$ cat src/hw/rtl/ray_box_intersect_assert.svh
// Assertion macros used by the ray/box intersection top level
`ifndef RAY_BOX_INTERSECT_ASSERT_SVH
`define RAY_BOX_INTERSECT_ASSERT_SVH

// implication checked at every clock edge outside reset
`define RBI_ASSERT_IMP(lbl, ante, cons, msg) \
	lbl: assert property (@(posedge clk) disable iff (!arst_n) (ante) |-> (cons)) \
		else $error(msg);

// invariant checked at every clock edge outside reset
`define RBI_ASSERT_ALWAYS(lbl, cond, msg) \
	lbl: assert property (@(posedge clk) disable iff (!arst_n) (cond)) \
		else $error(msg);

`endif

$ cat src/hw/rtl/rbi_pkg.sv
// Types, constants and latencies of the ray/box intersection pipeline
package rbi_pkg;

	localparam int COORD_BITS = 32;
	localparam int FRAC_BITS  = 16;
	localparam int QUO_BITS   = COORD_BITS - 1;

	localparam int CLS_LAT   = 3;
	localparam int DIV_LAT   = QUO_BITS + 2;
	localparam int RES_LAT   = 6;
	localparam int TOTAL_LAT = CLS_LAT + DIV_LAT + RES_LAT;

	typedef logic signed [COORD_BITS-1:0] coord_t;
	typedef coord_t [2:0] vec3_t;

	localparam coord_t CMAX   = {1'b0, {(COORD_BITS-1){1'b1}}};
	localparam coord_t CMIN   = {1'b1, {(COORD_BITS-1){1'b0}}};
	localparam coord_t T_NONE = coord_t'(-(longint'(1) << FRAC_BITS));

	typedef struct packed {
		coord_t box_min_x;
		coord_t box_min_y;
		coord_t box_min_z;
		coord_t box_max_x;
		coord_t box_max_y;
		coord_t box_max_z;
		coord_t ray_org_x;
		coord_t ray_org_y;
		coord_t ray_org_z;
		coord_t ray_dir_x;
		coord_t ray_dir_y;
		coord_t ray_dir_z;
	} req_t;

	typedef struct packed {
		logic   hit;
		coord_t hit_x;
		coord_t hit_y;
		coord_t hit_z;
	} rsp_t;

	// per-item data that rides alongside the divider
	typedef struct packed {
		logic  org_in;
		vec3_t lo;
		vec3_t hi;
		vec3_t org;
		vec3_t dir;
		vec3_t plane;
	} side_t;

	typedef struct packed {
		logic                  en;
		logic                  neg;
		logic [COORD_BITS:0]   num;
		logic [COORD_BITS-1:0] den;
	} div_in_t;

	typedef div_in_t [2:0] div_in3_t;

endpackage

$ cat src/hw/rtl/rbi_classify.sv
// Slab classification, plane distance and operand magnitudes (three stages)
module rbi_classify (
	input  logic            clk,
	input  logic            arst_n,
	input  logic            item_vld,
	input  rbi_pkg::req_t   item,
	output logic            cls_vld,
	output rbi_pkg::side_t  side,
	output rbi_pkg::div_in3_t div_op
);
	import rbi_pkg::*;

	localparam int CW = COORD_BITS;

	vec3_t lo_c, hi_c, org_c, dir_c, plane_c;
	logic [2:0] out_c;

	logic vld_s1, vld_s2, vld_s3;
	side_t side_s1, side_s2, side_s3;
	logic [2:0] out_s1;
	logic [2:0] en_s2, dneg_s2;
	logic [2:0][CW:0] diff_s2;
	div_in3_t div_s3;

	always_comb begin
		lo_c  = {item.box_min_z, item.box_min_y, item.box_min_x};
		hi_c  = {item.box_max_z, item.box_max_y, item.box_max_x};
		org_c = {item.ray_org_z, item.ray_org_y, item.ray_org_x};
		dir_c = {item.ray_dir_z, item.ray_dir_y, item.ray_dir_x};
		for (int i = 0; i < 3; i++) begin
			if ($signed(org_c[i]) < $signed(lo_c[i])) begin
				plane_c[i] = lo_c[i];
				out_c[i] = 1'b1;
			end else if ($signed(org_c[i]) > $signed(hi_c[i])) begin
				plane_c[i] = hi_c[i];
				out_c[i] = 1'b1;
			end else begin
				plane_c[i] = '0;
				out_c[i] = 1'b0;
			end
		end
	end

	always_ff @(posedge clk or negedge arst_n) begin
		if (!arst_n) begin
			vld_s1 <= 1'b0;
			vld_s2 <= 1'b0;
			vld_s3 <= 1'b0;
		end else begin
			vld_s1 <= item_vld;
			vld_s2 <= vld_s1;
			vld_s3 <= vld_s2;
		end
	end

	always_ff @(posedge clk) begin
		side_s1.org_in <= ~|out_c;
		side_s1.lo <= lo_c;
		side_s1.hi <= hi_c;
		side_s1.org <= org_c;
		side_s1.dir <= dir_c;
		side_s1.plane <= plane_c;
		out_s1 <= out_c;

		side_s2 <= side_s1;
		for (int i = 0; i < 3; i++) begin
			diff_s2[i] <= {side_s1.plane[i][CW-1], side_s1.plane[i]}
				- {side_s1.org[i][CW-1], side_s1.org[i]};
			en_s2[i] <= out_s1[i] && (side_s1.dir[i] != '0);
			dneg_s2[i] <= side_s1.dir[i][CW-1];
		end

		side_s3 <= side_s2;
		for (int i = 0; i < 3; i++) begin
			div_s3[i].en <= en_s2[i];
			div_s3[i].neg <= diff_s2[i][CW] ^ dneg_s2[i];
			div_s3[i].num <= diff_s2[i][CW] ? ((CW+1)'(0) - diff_s2[i]) : diff_s2[i];
			div_s3[i].den <= dneg_s2[i] ? (CW'(0) - side_s2.dir[i]) : side_s2.dir[i];
		end
	end

	assign cls_vld = vld_s3;
	assign side = side_s3;
	assign div_op = div_s3;

endmodule

$ cat config.mk
export PLATFORM = sky130hd
export DESIGN_NAME = rbi_classify
export DESIGN_NICKNAME = d
export VERILOG_FILES = /design/src/hw/rtl/ray_box_intersect_assert.svh /design/src/hw/rtl/rbi_pkg.sv /design/src/hw/rtl/rbi_classify.sv
export SDC_FILE = /design/constraint.sdc
export NUM_CORES = 2
export LEC_CHECK = 0
export BUFFER_PORTS_ARGS = -buffer_cell sky130_fd_sc_hd__buf_4
export CORE_AREA = 10 10 409 411
export CTS_CLUSTER_DIAMETER = 120
export DETAILED_ROUTE_END_ITERATION = 12
export DIE_AREA = 0 0 419 421
export SKIP_CTS_REPAIR_TIMING = 1
export SLEW_MARGIN = 20
export SYNTH_ARGS = -nofsm -noshare
export SYNTH_HDL_FRONTEND = slang
export SYNTH_SLANG_ARGS = --single-unit
$ cat constraint.sdc
create_clock -name clk -period 3 [get_ports clk]
set_clock_uncertainty 0.05 [all_clocks]
set_input_delay 0.15 -clock clk [delete_from_list [all_inputs] [get_ports clk]]
set_output_delay 0.15 -clock clk [all_outputs]
set_load 0.01 [all_outputs]
**After elaboration in Yosys (flattened, before gate mapping)**

Index checks and enable logic that the tools add are counted.

- $lt $le $gt $ge: 6
- Bitwise logic cells: 3
- Reductions and logical operators: 8
- $add $sub $neg: 9
- Mux-type cells: 18

Operators with widths:

| cell | count |
|---|---|
| $mux 32 | 12 |
| $sub 1x33->33 const A | 3 |
| $sub 32x32->33 | 3 |
| $gt 32x32->1 | 3 |
| $lt 32x32->1 | 3 |
| $reduce_bool 32->1 | 3 |
| $sub 1x32->32 const A | 3 |
| $mux 1 | 6 |
| $logic_and 1x1->1 | 3 |
| $reduce_or 3->1 | 1 |
| $xor 1x1->1 | 3 |
| $logic_not 1->1 | 1 |

- Input port bits: 387
- Output and inout bits: 683
- Flip-flop bits (word level): 1755
- Word-level logic and storage cells: 116

**Logic depth before layout (Yosys ltp)**

- Depth in word-level cells: 5
- Gate-level depth with buffers: 11
- Gate-level depth less buffers: 11

**Worst setup path before layout**

No wires, ideal clock.

- Path type: register to register
- Start: register side_s1[225] (netlist name)
- End: register diff_s2[56] (netlist name)
- Path buffers: 0
- Library setup time: 0.064 ns
- Clock period less this slack: 2.914 ns
- Stages on the path, launching flop included: 11
- Arrival time: 2.801 ns
- Setup slack: 0.086 ns
- Data required time: 2.886 ns
- Cell sequence: dfxtp_1 -> inv_1 -> ha_1 -> nor2b_1 -> o31a_1 -> o41a_1 -> a2111oi_0 -> o31ai_1 -> a31o_2 -> or4_1 -> nand4_1

- Longest elaborated chain between the ends: 1

RTL lines:

| item | RTL line | source |
|---|---|---|
| start, declared | rbi_classify.sv:19 | `side_t side_s1, side_s2, side_s3;` |
| $sub 32x32->33 | rbi_classify.sv:68 | `- {side_s1.org[i][CW-1], side_s1.org[i]};` |
| end signal, assigned by index | rbi_classify.sv:67 | `diff_s2[i] <= {side_s1.plane[i][CW-1], side_s1.plane[i]}` |
| end, declared | rbi_classify.sv:22 | `logic [2:0][CW:0] diff_s2;` |

No other way between the ends.
A chain may end at the register's enable or synchronous reset.

==> impl_summary.md <==
Status
The run finished, with violations left. The final reports fail on setup timing.

Route
For this block, wires on met1 add up to 70,100 um. The violation count after the first detailed-routing iteration is 2,168. The number of nets with antenna violations after detailed routing is 0. The final wirelength is 185,000 um.

Signal routing reaches up to met4. The routed design uses 12,700 um of met3 wire. The number of optimization iterations in the first detailed-route pass is 6. After detailed routing, the average wire length per cell comes to 22.4 um.

The met2 wire length is 93,200 um. Using the TritonRoute via totals, the vias-per-cell ratio works out to 4.43. The routed layout has 36,600 vias. For this run, design rule violations remaining after detail routing come to 0.

STA
Setup violations remaining at the end of the flow were counted as 1. The period utilization is 100%. The worst path setup slack after routing is -0.000879 ns. The remaining max-slew budget at the tightest pin is 24.4%. The post-route minimum period is 3.00 ns. For the pin with the worst max-slew slack, the measured transition is 1.11 ns. The maximum clock frequency is 333 MHz. The final count of pins violating max slew came to 0. Setup repair after global routing could not meet its margin everywhere. The hold violation count in the final report is 0.

Worst setup path
Of all nets on the critical path, the largest fanout is 24. The cell type of the slowest stage on the worst timing path is sky130_fd_sc_hd__a2111oi_0. The critical path starts at item[119].

On the worst path, the slowest cell contributes a delay of 0.97 ns. By instance count, the cell type seen most on the critical path is sky130_fd_sc_hd__a21oi_1. The number of buffers and inverters on the critical path is 3. The type of destination of the critical path is a register. Among cell families on the critical path, the largest total delay comes from compound AO/OA/AOI/OAI gates. The critical path goes through dlygate4sd3_1 -> buf_4 -> ha_1 -> a21oi_1 -> nand2_1 -> a21oi_1 -> a21oi_1 -> a2111oi_0 -> a21oi_4 -> buf_4 -> nand2_1 -> mux2i_1. The data required time of the worst path is 3.61 ns. The arrival time reported for the critical path endpoint is 3.61 ns.

The kind of critical path is in2reg. In this run the critical register-to-register path is launched from diff_s2[68]$_DFF_P_. STA classifies the critical path startpoint as an input pin.

Finish
The proportion of layout cells with a drive suffix above 1 is 25.7%. Compared with the post-synthesis result, the final layout area differs by 49.7%. In the layout the commonest cells are sky130_fd_sc_hd__dfxtp_1 (1,745), sky130_fd_sc_hd__buf_4 (1,214), sky130_fd_sc_hd__dlygate4sd3_1 (677). The utilization of the core after routing is 47.1%. The area of all placed cells without fillers is 75,100 um^2. The most common cell after layout, fill and taps aside is sky130_fd_sc_hd__dfxtp_1. The final layout contains 6,677 nets.

Synthesis
Yosys printed 0 warnings. The synthesized design spends more area on one cell type than any other, namely sky130_fd_sc_hd__dfxtp_1. The synthesized instance count is 3,969. In this run, distinct cell masters in the synthesized netlist total 72. The mapped netlist covers 50,200 um^2. The share of async-settable or async-resettable flops after synthesis is 0.172%. The average instance area after synthesis is 12.6 um^2. In this run the biggest area consumer among cell types represents 69.7% of the synthesized area. In the synthesized netlist the dominant register cell turns out to be sky130_fd_sc_hd__dfxtp_1. The number of nets produced by synthesis is 4,650. Summing the sequential cell areas from Yosys gives 69.8% of the chip area. After synthesis, the cell types taking the most area are sky130_fd_sc_hd__dfxtp_1 (70%), sky130_fd_sc_hd__ha_1 (7.3%), sky130_fd_sc_hd__xnor2_1 (3.9%). The number of flops mapped to enable cells by yosys is 0. The synthesis-stage register bit count is 1,749.

Floorplan
The core footprint is 159,000 um^2. From left edge to right edge, the die measures 419 um. The vertical die dimension is 421 um.

Once the floorplan was initialized, standard cells occupied 31.5% of the core. The total die area is 176,000 um^2. 1,070 I/O pins were placed. The floorplan row count is 147.

Global route
The global-route wire length before repair is 242,000 um. Across every metal layer, demand over resource in global routing totals 18.9%. Entering global routing, the biggest net connects 33 pins. The final global-route overflow total is 0. The number of antenna violations at the first check in global routing is 34. The via count of the first global-routing pass is 33,900.

Clocking
CTS built an H-tree with a depth of 4. The TritonCTS clock tree is done. The cell chosen for the clock root is sky130_fd_sc_hd__clkbuf_16.

The clock passes through at most 3 buffers. At the later pin of the worst-skew pair, clock insertion delay measures 0.81 ns. After clock tree synthesis, the clock-pin slew on the worst setup and hold paths is 0.06 ns. The number of buffers created by CTS is 178. Clock tree synthesis found a total of 1,749 sinks.

Place
The count of buffers added on input and output ports is 1,069. The congestion estimate from routability-driven global placement came to 0.913. The HPWL after detailed placement is 144,000 um. The placed instances occupy a cell area of 61,900 um^2.

Power and ir drop
In this run the power density over the cells is 822 nW/um^2. For this design the static power due to leakage is 34.0 nW. The overall power is 0.0617 W. The maximum vdd drop is 0.561 mV.

Hold path
The type of the most critical hold path is in2reg. In this run the most critical hold path is launched from item[3].

Job
Across the run, the number of max-cap violations was 0.
worst paths after layout:
| kind | to | slack [ns] | depth (start not counted) |
|---|---|---|---|
| max | side_s1[69]$_DFF_P_ | -0.0009 | 12 |
| min | side_s1[163]$_DFF_P_ | 0.03 | 2 |
| max reg2reg | div_op[191]$_DFF_P_ | 0.04 | 8 |
| min reg2reg | side[339]$_DFF_P_ | 0.25 | 0 |
| max in group asynchronous | vld_s2$_DFF_PN0_ | 2.51 | 3 |
| min in group asynchronous | cls_vld$_DFF_PN0_ | 0.23 | 3 |
registers in the layout (all words and copies together) (netlist names):
register / flops
side_s1: 481
side: 478
side_s2: 478
div_op: 201
diff_s2: 99
dneg_s2: 3
en_s2: 3
out_s1: 3
cls_vld: 1
vld_s1: 1
vld_s2: 1
stage by stage:
step                      hold WS [ns]  instances  setup TNS [ns]  setup slack (ns)
after detailed placement        -0.105       7225          -28.34            -0.786
after global routing           -0.0169       8253          -0.346           -0.0722
after CTS                        -1.01       7555          -0.103            -0.102
after global placement          -0.109       7225          -26.17            -0.740
final                           0.0328       8256       -0.000879         -0.000879
after floorplan                 -0.196       3969               0            0.0856
layout make-up:
class                   instances  area, um^2
flip-flops and latches       1749       35000
inverters                     349        1310
diodes                         24        60.1
fillers                     14000       84400
well taps                    2086        2610
clock buffers                 238        5020
repair buffers               1898       16000
multi-input cells            1820       13800
clock inverters                92        1220
metal layers:
layer | up-vias | global-route usage [%]
met1 | 17400 | 21.0
met2 | 1261 | 33.5
met5 | - | 0
met4 | 0 | 8.17
li1 | 17600 | -
met3 | 380 | 5.28
cell usage after synthesis (all sizes together), types with 14 or more instances:
| library cell | n |
|---|---|
| nor2 | 86 |
| nand2 | 187 |
| inv | 349 |
| o21a | 22 |
| ha | 291 |
| xor2 | 34 |
| or4 | 28 |
| o211ai | 14 |
| or3 | 32 |
| nor3 | 34 |
| xnor2 | 224 |
| nand2b | 22 |
| a21oi | 165 |
| o41ai | 27 |
| a21o | 53 |
| o31ai | 53 |
| a22o | 65 |
| nand4 | 54 |
| nor2b | 26 |
| nand3 | 32 |
| a31oi | 14 |
| mux2i | 39 |
| clkbuf | 47 |
| nor4 | 53 |
| o21ai | 132 |
| dfxtp | 1746 |
cells by family (layout without fill, tap and decap cells):
family / after synthesis / in the layout / share of synthesized area (%)
muxes: 41 / 41 / 0.823
xor gates and xnor gates: 258 / 258 / 4.50
DFF: 1749 / 1749 / 69.8
and+or+nand+nor: 592 / 592 / 6.05
other: 0 / 24 / 0
AOI/OAI and AO/OA: 635 / 635 / 8.41
buffers and inverters: 400 / 2577 / 3.01
adders and majority gates: 294 / 294 / 7.38
worst register-to-register path, stage by stage, from the launching register on:
cell and delay [ns]:
sky130_fd_sc_hd__dfxtp_1 0.32, sky130_fd_sc_hd__or4_4 0.57, sky130_fd_sc_hd__nor3_4 0.14, sky130_fd_sc_hd__nand2_1 0.10
sky130_fd_sc_hd__or4_4 0.43, sky130_fd_sc_hd__or4_4 0.46, sky130_fd_sc_hd__or3_4 0.46, sky130_fd_sc_hd__o31ai_2 0.24
sky130_fd_sc_hd__xnor2_1 0.14
report_power, final:
group	switching, W	internal [W]
sequential	0.00172	0.0262
clock	0.00965	0.0134
combinational	0.00559	0.00512
total	0.0170	0.0448
Note: power is estimated with default switching activity, not from simulation.
